$ cat src/hsv_to_rgb_warm_pixel_macros.svh
// Assertion macros shared by the pixel converter.
// Each macro needs a signal named clk in the scope where it is used; HSVW_ASSERT also needs rst.
`ifndef HSV_TO_RGB_WARM_PIXEL_MACROS_SVH
`define HSV_TO_RGB_WARM_PIXEL_MACROS_SVH

`ifndef SYNTHESIS
// Check a property on every rising edge outside reset.
`define HSVW_ASSERT(label, prop) \
  label: assert property (@(posedge clk) disable iff (rst) prop) \
    else $error("hsvw check failed");
// Check a property on every rising edge, reset included.
`define HSVW_ASSERT_ALWAYS(label, prop) \
  label: assert property (@(posedge clk) prop) \
    else $error("hsvw check failed");
`else
`define HSVW_ASSERT(label, prop)
`define HSVW_ASSERT_ALWAYS(label, prop)
`endif

`endif

$ cat src/hsvw_pkg.sv
`timescale 1ns / 1ps
package hsvw_pkg;

  // Hue regions of the six-region scheme
  typedef enum logic [2:0] {
    RGN_0 = 3'd0,
    RGN_1 = 3'd1,
    RGN_2 = 3'd2,
    RGN_3 = 3'd3,
    RGN_4 = 3'd4,
    RGN_5 = 3'd5
  } region_t;

  localparam logic [7:0] HUE_SPAN   = 8'd43;
  localparam logic [7:0] FULL_LEVEL = 8'd255;

  // Configuration register indexes
  localparam int unsigned CFG_INDEX_W = 2;
  localparam logic [CFG_INDEX_W-1:0] CFG_GREEN_GAIN = 2'd0;
  localparam logic [CFG_INDEX_W-1:0] CFG_BLUE_GAIN  = 2'd1;

  localparam logic [6:0] GREEN_GAIN_RESET = 7'd85;
  localparam logic [6:0] BLUE_GAIN_RESET  = 7'd40;

  // Reciprocal of 100: x * 5243 >> 19 is exact for x below 43690
  localparam logic [12:0] RECIP_100 = 13'd5243;
  localparam int unsigned RECIP_SHIFT = 19;

  // Region and scaled remainder
  typedef struct packed {
    logic       valid;
    region_t    region;
    logic [7:0] rem;
    logic [7:0] sat;
    logic [7:0] val;
  } split_t;

  // Saturation products and p term
  typedef struct packed {
    logic       valid;
    region_t    region;
    logic [7:0] sr;
    logic [7:0] srt;
    logic [7:0] p;
    logic [7:0] val;
  } prod_t;

  // All three terms
  typedef struct packed {
    logic       valid;
    region_t    region;
    logic [7:0] p;
    logic [7:0] q;
    logic [7:0] t;
    logic [7:0] val;
  } terms_t;

endpackage

$ cat src/hsv_to_rgb_warm_pixel.sv
`timescale 1ns / 1ps
// Warm-tinted HSV to RGB pixel converter.
// Input: drive hue, saturation and brightness with start high; a transaction
// is taken at every rising edge where start is high and busy is low. busy
// stays low, so a new pixel may enter on every clock cycle.
// Output: red, green and blue are valid for one cycle while done is high,
// once the input transaction has passed every pipeline register. Results
// leave in input order. Throughput is one pixel per cycle; the pipeline
// stages are hue split, saturation products, value products, region select
// with gain multiply, and the divide-by-100 reciprocal multiply with clamp.
// Configuration: cfg_valid/cfg_ready with cfg_index and cfg_data. Index 0 is
// the green gain, index 1 the blue gain, in percent; other indexes are
// ignored. cfg_ready is always high. Write gains only while no pixel is in
// flight.
// Reset: synchronous rst clears the pipeline valid bits and restores the
// gains to 85 (green) and 40 (blue). The receiver cannot stall, so no
// backpressure exists past the output register.
`include "hsv_to_rgb_warm_pixel_macros.svh"
module hsv_to_rgb_warm_pixel (
  input  logic                             clk,
  input  logic                             rst,
  input  logic                             start,
  output logic                             busy,
  input  logic [7:0]                       hue,
  input  logic [7:0]                       saturation,
  input  logic [7:0]                       brightness,
  output logic                             done,
  output logic [7:0]                       red,
  output logic [7:0]                       green,
  output logic [7:0]                       blue,
  input  logic                             cfg_valid,
  output logic                             cfg_ready,
  input  logic [hsvw_pkg::CFG_INDEX_W-1:0] cfg_index,
  input  logic [6:0]                       cfg_data
);

  logic             accept;
  logic [6:0]       green_gain;
  logic [6:0]       blue_gain;
  hsvw_pkg::split_t split;
  hsvw_pkg::terms_t terms;

  assign busy      = 1'b0;
  assign cfg_ready = 1'b1;
  assign accept    = start && !busy;

  // Hold the gain registers
  always_ff @(posedge clk) begin
    if (rst) begin
      green_gain <= hsvw_pkg::GREEN_GAIN_RESET;
      blue_gain  <= hsvw_pkg::BLUE_GAIN_RESET;
    end else if (cfg_valid && cfg_ready) begin
      if (cfg_index == hsvw_pkg::CFG_GREEN_GAIN) begin
        green_gain <= cfg_data;
      end
      if (cfg_index == hsvw_pkg::CFG_BLUE_GAIN) begin
        blue_gain <= cfg_data;
      end
    end
  end

  hsvw_hue_split u_split (
    .clk        (clk),
    .rst        (rst),
    .accept     (accept),
    .hue        (hue),
    .saturation (saturation),
    .brightness (brightness),
    .split      (split)
  );

  hsvw_terms u_terms (
    .clk   (clk),
    .rst   (rst),
    .split (split),
    .terms (terms)
  );

  hsvw_gain u_gain (
    .clk        (clk),
    .rst        (rst),
    .terms      (terms),
    .green_gain (green_gain),
    .blue_gain  (blue_gain),
    .done       (done),
    .red        (red),
    .green      (green),
    .blue       (blue)
  );

  // Every transaction comes out once it has passed every pipeline stage
  `HSVW_ASSERT(a_latency, accept |-> ##5 done)
  // No result without a matching earlier transaction
  `HSVW_ASSERT(a_no_phantom, done |-> $past(accept, 5))
  // Zero green gain blanks the green channel
  `HSVW_ASSERT(a_zero_green, (done && green_gain == 7'd0) |-> green == 8'd0)
  // Reset empties the pipeline
  `HSVW_ASSERT_ALWAYS(a_reset_flush, rst |=> !done && !split.valid)

endmodule

$ cat src/hsvw_hue_split.sv
`timescale 1ns / 1ps
module hsvw_hue_split (
  input  logic            clk,
  input  logic            rst,
  input  logic            accept,
  input  logic [7:0]      hue,
  input  logic [7:0]      saturation,
  input  logic [7:0]      brightness,
  output hsvw_pkg::split_t split
);

  hsvw_pkg::region_t region_next;
  logic [7:0]        base;
  logic [7:0]        offset;
  logic [7:0]        rem_next;

  // Find the region by comparing against multiples of the span
  always_comb begin
    if (hue >= 8'(5 * hsvw_pkg::HUE_SPAN)) begin
      region_next = hsvw_pkg::RGN_5;
      base = 8'(5 * hsvw_pkg::HUE_SPAN);
    end else if (hue >= 8'(4 * hsvw_pkg::HUE_SPAN)) begin
      region_next = hsvw_pkg::RGN_4;
      base = 8'(4 * hsvw_pkg::HUE_SPAN);
    end else if (hue >= 8'(3 * hsvw_pkg::HUE_SPAN)) begin
      region_next = hsvw_pkg::RGN_3;
      base = 8'(3 * hsvw_pkg::HUE_SPAN);
    end else if (hue >= 8'(2 * hsvw_pkg::HUE_SPAN)) begin
      region_next = hsvw_pkg::RGN_2;
      base = 8'(2 * hsvw_pkg::HUE_SPAN);
    end else if (hue >= hsvw_pkg::HUE_SPAN) begin
      region_next = hsvw_pkg::RGN_1;
      base = hsvw_pkg::HUE_SPAN;
    end else begin
      region_next = hsvw_pkg::RGN_0;
      base = 8'd0;
    end
    offset = hue - base;
    // Scale the remainder by six as 4x + 2x, kept to a byte
    rem_next = {offset[5:0], 2'b00} + {offset[6:0], 1'b0};
  end

  // Register the stage
  always_ff @(posedge clk) begin
    if (rst) begin
      split.valid <= 1'b0;
    end else begin
      split.valid <= accept;
    end
    split.region <= region_next;
    split.rem    <= rem_next;
    split.sat    <= saturation;
    split.val    <= brightness;
  end

endmodule

$ cat src/hsvw_terms.sv
`timescale 1ns / 1ps
module hsvw_terms (
  input  logic             clk,
  input  logic             rst,
  input  hsvw_pkg::split_t split,
  output hsvw_pkg::terms_t terms
);

  hsvw_pkg::prod_t prod;
  logic [15:0] sr_full;
  logic [15:0] srt_full;
  logic [15:0] p_full;
  logic [15:0] q_full;
  logic [15:0] t_full;

  // Saturation products and the p term
  assign sr_full  = 16'(split.sat) * 16'(split.rem);
  assign srt_full = 16'(split.sat) * 16'(hsvw_pkg::FULL_LEVEL - split.rem);
  assign p_full   = 16'(split.val) * 16'(hsvw_pkg::FULL_LEVEL - split.sat);

  always_ff @(posedge clk) begin
    if (rst) begin
      prod.valid <= 1'b0;
    end else begin
      prod.valid <= split.valid;
    end
    prod.region <= split.region;
    prod.sr     <= sr_full[15:8];
    prod.srt    <= srt_full[15:8];
    prod.p      <= p_full[15:8];
    prod.val    <= split.val;
  end

  // Value products for q and t
  assign q_full = 16'(prod.val) * 16'(hsvw_pkg::FULL_LEVEL - prod.sr);
  assign t_full = 16'(prod.val) * 16'(hsvw_pkg::FULL_LEVEL - prod.srt);

  always_ff @(posedge clk) begin
    if (rst) begin
      terms.valid <= 1'b0;
    end else begin
      terms.valid <= prod.valid;
    end
    terms.region <= prod.region;
    terms.p      <= prod.p;
    terms.q      <= q_full[15:8];
    terms.t      <= t_full[15:8];
    terms.val    <= prod.val;
  end

endmodule

$ cat src/hsvw_gain.sv
`timescale 1ns / 1ps
module hsvw_gain (
  input  logic             clk,
  input  logic             rst,
  input  hsvw_pkg::terms_t terms,
  input  logic [6:0]       green_gain,
  input  logic [6:0]       blue_gain,
  output logic             done,
  output logic [7:0]       red,
  output logic [7:0]       green,
  output logic [7:0]       blue
);

  logic [7:0]  r_sel;
  logic [7:0]  g_sel;
  logic [7:0]  b_sel;
  logic        mix_valid;
  logic [7:0]  mix_red;
  logic [14:0] mix_green;
  logic [14:0] mix_blue;
  logic [27:0] g_recip;
  logic [27:0] b_recip;
  logic [8:0]  g_quot;
  logic [8:0]  b_quot;

  // Pick the channel order of the region
  always_comb begin
    case (terms.region)
      hsvw_pkg::RGN_0: begin r_sel = terms.val; g_sel = terms.t;   b_sel = terms.p;   end
      hsvw_pkg::RGN_1: begin r_sel = terms.q;   g_sel = terms.val; b_sel = terms.p;   end
      hsvw_pkg::RGN_2: begin r_sel = terms.p;   g_sel = terms.val; b_sel = terms.t;   end
      hsvw_pkg::RGN_3: begin r_sel = terms.p;   g_sel = terms.q;   b_sel = terms.val; end
      hsvw_pkg::RGN_4: begin r_sel = terms.t;   g_sel = terms.p;   b_sel = terms.val; end
      default:         begin r_sel = terms.val; g_sel = terms.p;   b_sel = terms.q;   end
    endcase
  end

  // Apply the percentage gains
  always_ff @(posedge clk) begin
    if (rst) begin
      mix_valid <= 1'b0;
    end else begin
      mix_valid <= terms.valid;
    end
    mix_red   <= r_sel;
    mix_green <= 15'(g_sel) * 15'(green_gain);
    mix_blue  <= 15'(b_sel) * 15'(blue_gain);
  end

  // Divide by one hundred through the reciprocal, then clamp to a byte
  assign g_recip = 28'(mix_green) * 28'(hsvw_pkg::RECIP_100);
  assign b_recip = 28'(mix_blue) * 28'(hsvw_pkg::RECIP_100);
  assign g_quot  = g_recip[hsvw_pkg::RECIP_SHIFT +: 9];
  assign b_quot  = b_recip[hsvw_pkg::RECIP_SHIFT +: 9];

  always_ff @(posedge clk) begin
    if (rst) begin
      done <= 1'b0;
    end else begin
      done <= mix_valid;
    end
    red   <= mix_red;
    green <= g_quot[8] ? hsvw_pkg::FULL_LEVEL : g_quot[7:0];
    blue  <= b_quot[8] ? hsvw_pkg::FULL_LEVEL : b_quot[7:0];
  end

endmodule

$ cat config.mk
export PLATFORM = sky130hd
export DESIGN_NAME = hsv_to_rgb_warm_pixel
export DESIGN_NICKNAME = d
export VERILOG_FILES = /design/src/hsvw_pkg.sv /design/src/hsv_to_rgb_warm_pixel.sv /design/src/hsvw_hue_split.sv /design/src/hsvw_terms.sv /design/src/hsvw_gain.sv
export VERILOG_INCLUDE_DIRS = /design/src /design/src/src
export SDC_FILE = /design/constraint.sdc
export NUM_CORES = 2
export LEC_CHECK = 0
export ABC_CLOCK_PERIOD_IN_PS = 7910
export BUFFER_PORTS_ARGS = -buffer_cell sky130_fd_sc_hd__buf_2
export CORE_MARGIN = 1.5
export CORE_UTILIZATION = 60
export DETAILED_ROUTE_END_ITERATION = 16
export PLACE_DENSITY_LB_ADDON = 0.2
export SLEW_MARGIN = 5
export SYNTH_ARGS = -nofsm -noshare
export SYNTH_HDL_FRONTEND = slang
export SYNTH_SLANG_ARGS = --single-unit
$ cat constraint.sdc
create_clock -name clk -period 7.91 [get_ports clk]
set_clock_uncertainty 0.05 [all_clocks]
set_input_delay 0.3955 -clock clk [delete_from_list [all_inputs] [get_ports clk]]
set_output_delay 0.3955 -clock clk [all_outputs]
set_load 0.03 [all_outputs]
Word level (Yosys, flattened, before mapping)
Cells that the tools add are included.

Word-level logic and storage cells: 74. Output and inout bits: 27. Input bits: 37. Flip-flop bits (word level): 178.

Multiplexer cells: 12. $lt $le $gt $ge: 5. Add/subtract/negate cells: 6. Multiply operators: 9. Reduce and logical (&&, ||, !) cells: 9. Equality and inequality tests: 5.

Operators by type and width (number): $pmux W8 S3 (3); $mul A8 B16 Y16 (4); $mul A15 B13 Y28 const B (2); $sub A8 B8 Y9 const A (4); $mul A8 B7 Y15 (2); $mux W7 (4); $ge A8 B8 Y1 const B (3); $mul A8 B8 Y16 (1); $reduce_or A2 Y1 (5); $add A8 B8 Y8 (1); $ge A8 B6 Y1 const B (1); $ge A8 B7 Y1 const B (1); $sub A7 B7 Y7 (1); $eq A3 B2 Y1 const B (2); $mux W3 (2); $mux W6 (1); $reduce_and A2 Y1 (2); $eq A3 B1 Y1 const B (1); $eq A3 B3 Y1 const B (1); $logic_not A3 Y1 (1); $eq A2 B1 Y1 const B (1); $logic_not A2 Y1 (1); $mux W1 (2).

Longest topological paths before layout
Depth after elaboration: 8. Mapped depth: 21. Depth with buffers taken out: 20.

By module
Synthesis repeated with hierarchy kept, for this count alone.

Cells, all modules: 2733. Area, all modules: 26183.9 µm².

By module, submodules not included: hsvw_gain (area each 12956.2 µm², instances 1, seq. area each 1281.2 µm², cells each 1351); hsvw_terms (area each 11309.6 µm², instances 1, seq. area each 1441.4 µm², cells each 1188); hsvw_hue_split (area each 1277.5 µm², instances 1, seq. area each 540.5 µm², cells each 128); hsv_to_rgb_warm_pixel (area each 640.6 µm², instances 1, seq. area each 280.3 µm², cells each 66).

Worst setup path after synthesis
No wires, ideal clock.

Path kind: reg-to-reg. Start point: reg u_terms.terms[32] (netlist name). End point: reg u_gain.mix_blue[11]. Path buffers: 1. Setup time: 72 ps. Stages on the path, launching flop included: 20. Arrival time: 4737 ps. Data required time: 7788 ps. Setup slack: 3050 ps. Path through: dfxtp_1 -> buf_1 -> mux2i_1 -> nor2_1 -> a211oi_1 -> a21oi_1 -> and2_1 -> fa_1 -> fa_1 -> fa_1 -> inv_1 -> fa_1 -> inv_1 -> ha_1 -> nand2_1 -> nand2_1 -> a31o_2 -> a41oi_1 -> nor2b_1 -> xnor2_1.

Cells in the longest elaborated chain, start to end: 4.

Ends and longest elaborated chain: $eq A3 B2 Y1 (tied with other cells) (line hsvw_gain.sv:28) `case (terms.region)`; $reduce_or A2 Y1 (no source line); $pmux W8 S3 * (line hsvw_gain.sv:28); $mul A8 B7 Y15 * (line hsvw_gain.sv:47) `mix_blue <= 15'(b_sel) * 15'(blue_gain);`; to (signal assigned) (line hsvw_gain.sv:47); to (decl) (line hsvw_gain.sv:20) `logic [14:0] mix_blue;`.

Every way passes the cells marked *; elsewhere a longest branch is shown, timed or not. A chain may end at the register's enable or synchronous reset.

Final worst setup path
Start point: reg u_terms.terms[33] (netlist name). End point: reg u_gain.mix_green[13].

Cells in the longest elaborated chain, start to end: 4.

Ends and longest elaborated chain: $eq A3 B1 Y1 / $eq A3 B2 Y1 (equally long branches) (line hsvw_gain.sv:28); $reduce_or A2 Y1 (no source line); $pmux W8 S3 * (line hsvw_gain.sv:28); $mul A8 B7 Y15 * (line hsvw_gain.sv:46) `mix_green <= 15'(g_sel) * 15'(green_gain);`; to (signal assigned) (line hsvw_gain.sv:46); to (decl) (line hsvw_gain.sv:19) `logic [14:0] mix_green;`.

Marked as above.

==> results.md <==
- Before antenna repair, the detailed router went through 5 iterations.
- In the synthesized netlist the dominant register cell turns out to be sky130_fd_sc_hd__dfxtp_1.
- The area inside the core boundary is 41,850 um2.
- The die outline area is 43,550 um2.
- In the final timing run, aggregate negative setup slack is 0 ps.
- Measured along the x axis, the die boundary spans 208.7 um.
- In this run the deepest clock path goes through 2 buffers.
- TritonCTS built the clock tree.
- For this run, the register share of the synthesized area comes to 13.96%.
- The number of max-cap violations is 0.
- The number of global-route vias before repair is 19,010.
- The synthesis warning total is 0.
- The final critical delay including setup and external delays is 5826 ps.
- The finished layout holds 3,233 standard cells, fillers aside.
- The detailed-route DRC error count is 0.
- The top cell types in the final layout, fill and taps aside, are 556 x sky130_fd_sc_hd__inv_1, 443 x sky130_fd_sc_hd__ha_1, 367 x sky130_fd_sc_hd__fa_1.
- The post-synth design cell area is 25,380 um2.
- The area share of xor/xnor cells in the synthesized design is 2.987%.
- In this run, distinct cell masters in the synthesized netlist total 73.
- Setup repair after global routing left no endpoint under its margin.
- Global routing consumed, on the met2 layer, 45.43% of the routing resources.
- The first global-routing pass estimated 89,590 um of wire.
- The worst setup path is captured at a register.
- For this run, the total global-route usage over all layers was measured as 25.41%.
- The violation count after the first detailed-routing iteration is 760.
- The largest family of logic cells by synthesized area is adder cells.
- Setup violations remaining at the end of the flow were counted as 0.
- The worst slack on hold paths is 90.06 ps.
- The count of inserted antenna diode cells is 0.
- The row count is 75.
- The floorplan step set the die height to 208.7 um.
- Global routing used 3.787% of the available met3 tracks.
- The number of I/O port buffers is 61.
- The required time reported for the critical path endpoint is 8210 ps.
- Of the total synthesized cell area, the portion taken by full adders, half adders and majority gates is 50.78%.
- The number of resized instances in the post-cts repair step is 0.
- The count of pins over their slew limit is 0.
- The routability-driven placement congestion ratio is 0.8869.
- The starting density of the core is 60.65%.
- The run finished with clean final reports.
- The synthesized netlist net count is 3,481.
- In the routed layout, each cell is associated on average with a via count of 5.378.
- The source-to-sink clock delay at the later pin of the worst-skew pair is 490 ps.
- The aggregate routed wire length is 51,520 um.
- The count of final hold-check violations is 0.
- The mux cell area share after synthesis is 2.199%.
- The type of the worst setup path is reg2reg.
- The post-placement setup slack is 2101 ps.
- The detailed placement HPWL is 42,730 um.
- The simple-gate share of the synthesized area is 14.04%.
- The peak fanout along the critical path is 30.
- After detailed routing, the average wire length per cell comes to 15.94 um.
- In this run, CTS created clock tree buffers numbering 17.
- Of the available clock period, the critical path in the final layout requires 73.66%.
- Of the cells placed in the final design, the portion with a size suffix greater than 1 is 4.900%.
- The relative max-transition margin is 27.92%.
- Across all setup checks in the final design, the least slack found is 2084 ps.
- 64 I/O pins were placed.
- STA classifies the critical path startpoint as a register.
- The synthesized design contains 0 enable-type register cells.
- For the pin with the worst max-slew slack, the measured transition is 1068 ps.
- The clock tree synthesis step divided the H-tree into 4 levels.
- The layout overhead on the synthesized area is 6.122%.
- Clock-pin slew was measured on the worst setup and hold paths at 70 ps.
- The post-placement cell count is 3,185.
- The initial antenna violation count came to 0.
- The number of flip-flops and latches in the synthesized netlist is 177.
- The tightest min-delay check is of the in2reg type.
- The data arrival time at the worst-slack endpoint is 6130 ps.
- At the end of the flow, the number of nets in the layout was 3,528.
- Entering global routing, the biggest net connects 51 pins.
- Detailed routing inserted a total of 17,390 vias.
- The mean post-synth cell area is 9.636 um2.
- The global-route met1 utilization is 31.65%.
- The count of nets left with antenna violations once routing finished came out at 0.
- met2 is the most crowded layer.
- The cell count after synthesis is 2,634.
- The fill cell total of the finished layout is 3,429.
- The total overflow left after global routing is 0.
- Leaving out fill and tap cells, the most frequent cell in the layout is sky130_fd_sc_hd__inv_1.
- The synthesized netlist devotes 6.941% of its cell area to compound gates.
- Based on the critical path, the design can be clocked at up to 171.6 MHz.
- CTS placed an instance of sky130_fd_sc_hd__clkbuf_16 at the clock tree root.
- In the synthesized netlist the async set-or-reset flop fraction comes to 0%.
- The clock net sink count is 177.
-- kinds of logic (layout without fill, tap and decap cells) --
kind of cell / Yosys count / after routing
AND/OR/NAND/NOR: 627 / 627
other: 2 / 2
AO/OA/AOI/OAI: 269 / 269
adder cells (fa/ha/maj): 810 / 810
flip-flops: 177 / 177
buffers and inverters: 610 / 670
XOR/XNOR: 85 / 85
multiplexers: 54 / 54
-- flip-flops by register name (all words and copies together), names as in the netlist --
name              count
u_terms.prod         36
u_terms.terms        36
u_split.split        27
u_gain.mix_blue      15
u_gain.mix_green     15
u_gain.blue           8
u_gain.green          8
u_gain.mix_red        8
u_gain.red            8
blue_gain             7
green_gain            7
u_gain.done           1
u_gain.mix_valid      1
-- layout make-up --
class,instances,area [um2],area share [%]
Clock buffer,17,425.4,1.579
Clock inverter,15,168.9,0.6271
Inverter,558,2095,7.776
Multi-Input combinational cell,1847,19540,72.54
Sequential cell,177,3545,13.16
Tap cell,539,674.4,2.504
Timing Repair Buffer,80,488.0,1.812
-- through the flow --
step	util (%)	area (um2)
6_report	64.36	26940
5_1_grt	64.36	26940
4_1_cts	64.36	26940
3_5_place_dp	62.56	26180
3_3_place_gp	62.56	26180
2_1_floorplan	-	25380
-- worst paths after layout --
check                    start                    to  slack (ps)  cells past startpoint
max          u_terms.terms[33]  u_gain.mix_green[13]        2080                     18
min                      start     u_split.split[27]          90                      2
max reg2reg  u_terms.terms[33]  u_gain.mix_green[13]        2080                     18
min reg2reg  u_gain.mix_red[7]         u_gain.red[7]         280                      0
-- metal layers --
metal  part of all wire, %  up-vias  wire, um
li1                      -     8430         -
met2                    50      294     25940
met1                    44     8594     22600
met4                   2.4        0      1257
met3                   3.4       70      1732
met5                     0        -         0
-- synth_stat cells, types with 6 or more instances --
cell / n / area, um2
sky130_fd_sc_hd__a31oi_1: 8 / 50.05
sky130_fd_sc_hd__a211oi_1: 20 / 150.1
sky130_fd_sc_hd__a21oi_1: 88 / 440.4
sky130_fd_sc_hd__ha_1: 443 / 5543
sky130_fd_sc_hd__and3_1: 13 / 81.33
sky130_fd_sc_hd__or2_2: 6 / 37.54
sky130_fd_sc_hd__mux2_2: 14 / 157.7
sky130_fd_sc_hd__nor2b_1: 207 / 1295
sky130_fd_sc_hd__o21bai_1: 12 / 90.09
sky130_fd_sc_hd__nor3_1: 19 / 95.09
sky130_fd_sc_hd__a211o_1: 10 / 87.58
sky130_fd_sc_hd__a21o_1: 21 / 157.7
sky130_fd_sc_hd__clkbuf_1: 42 / 157.7
sky130_fd_sc_hd__buf_1: 7 / 26.28
sky130_fd_sc_hd__xor2_1: 40 / 350.3
sky130_fd_sc_hd__o22ai_1: 7 / 43.79
sky130_fd_sc_hd__nor2_1: 62 / 232.7
sky130_fd_sc_hd__dfxtp_1: 177 / 3543
sky130_fd_sc_hd__nand3_1: 22 / 110.1
sky130_fd_sc_hd__inv_1: 556 / 2087
sky130_fd_sc_hd__nand2b_1: 107 / 669.4
sky130_fd_sc_hd__and2_1: 79 / 494.2
sky130_fd_sc_hd__o21ai_1: 24 / 120.1
sky130_fd_sc_hd__or3_1: 6 / 37.54
sky130_fd_sc_hd__fa_1: 367 / 7347
sky130_fd_sc_hd__o21ai_0: 22 / 110.1
sky130_fd_sc_hd__nand2_1: 79 / 296.5
sky130_fd_sc_hd__mux2i_1: 40 / 400.4
sky130_fd_sc_hd__xnor2_1: 44 / 385.4
-- what timing repair did --
item                                   CTS  global route
buffers inserted                         0             0
endpoints found under the hold margin   16             0
hold buffers                            16             0
-- worst max-delay path, stage by stage, from the launching register on --
cell and delay [ps]:
sky130_fd_sc_hd__dfxtp_1 700, sky130_fd_sc_hd__inv_1 560, sky130_fd_sc_hd__a211oi_1 310, sky130_fd_sc_hd__a21oi_1 70, sky130_fd_sc_hd__mux2i_1 600, sky130_fd_sc_hd__nor2b_1 140
sky130_fd_sc_hd__fa_1 490, sky130_fd_sc_hd__fa_1 500, sky130_fd_sc_hd__fa_1 500, sky130_fd_sc_hd__inv_1 50, sky130_fd_sc_hd__fa_1 470, sky130_fd_sc_hd__inv_1 40
sky130_fd_sc_hd__ha_1 340, sky130_fd_sc_hd__nand2_1 80, sky130_fd_sc_hd__nand2_1 50, sky130_fd_sc_hd__a31o_2 220, sky130_fd_sc_hd__a41oi_1 250, sky130_fd_sc_hd__a21oi_1 120
sky130_fd_sc_hd__xor2_1 160
Power is left out: the tool's default activity adds up to more than one toggle a clock period on the data nets, which glitch-free logic cannot reach.
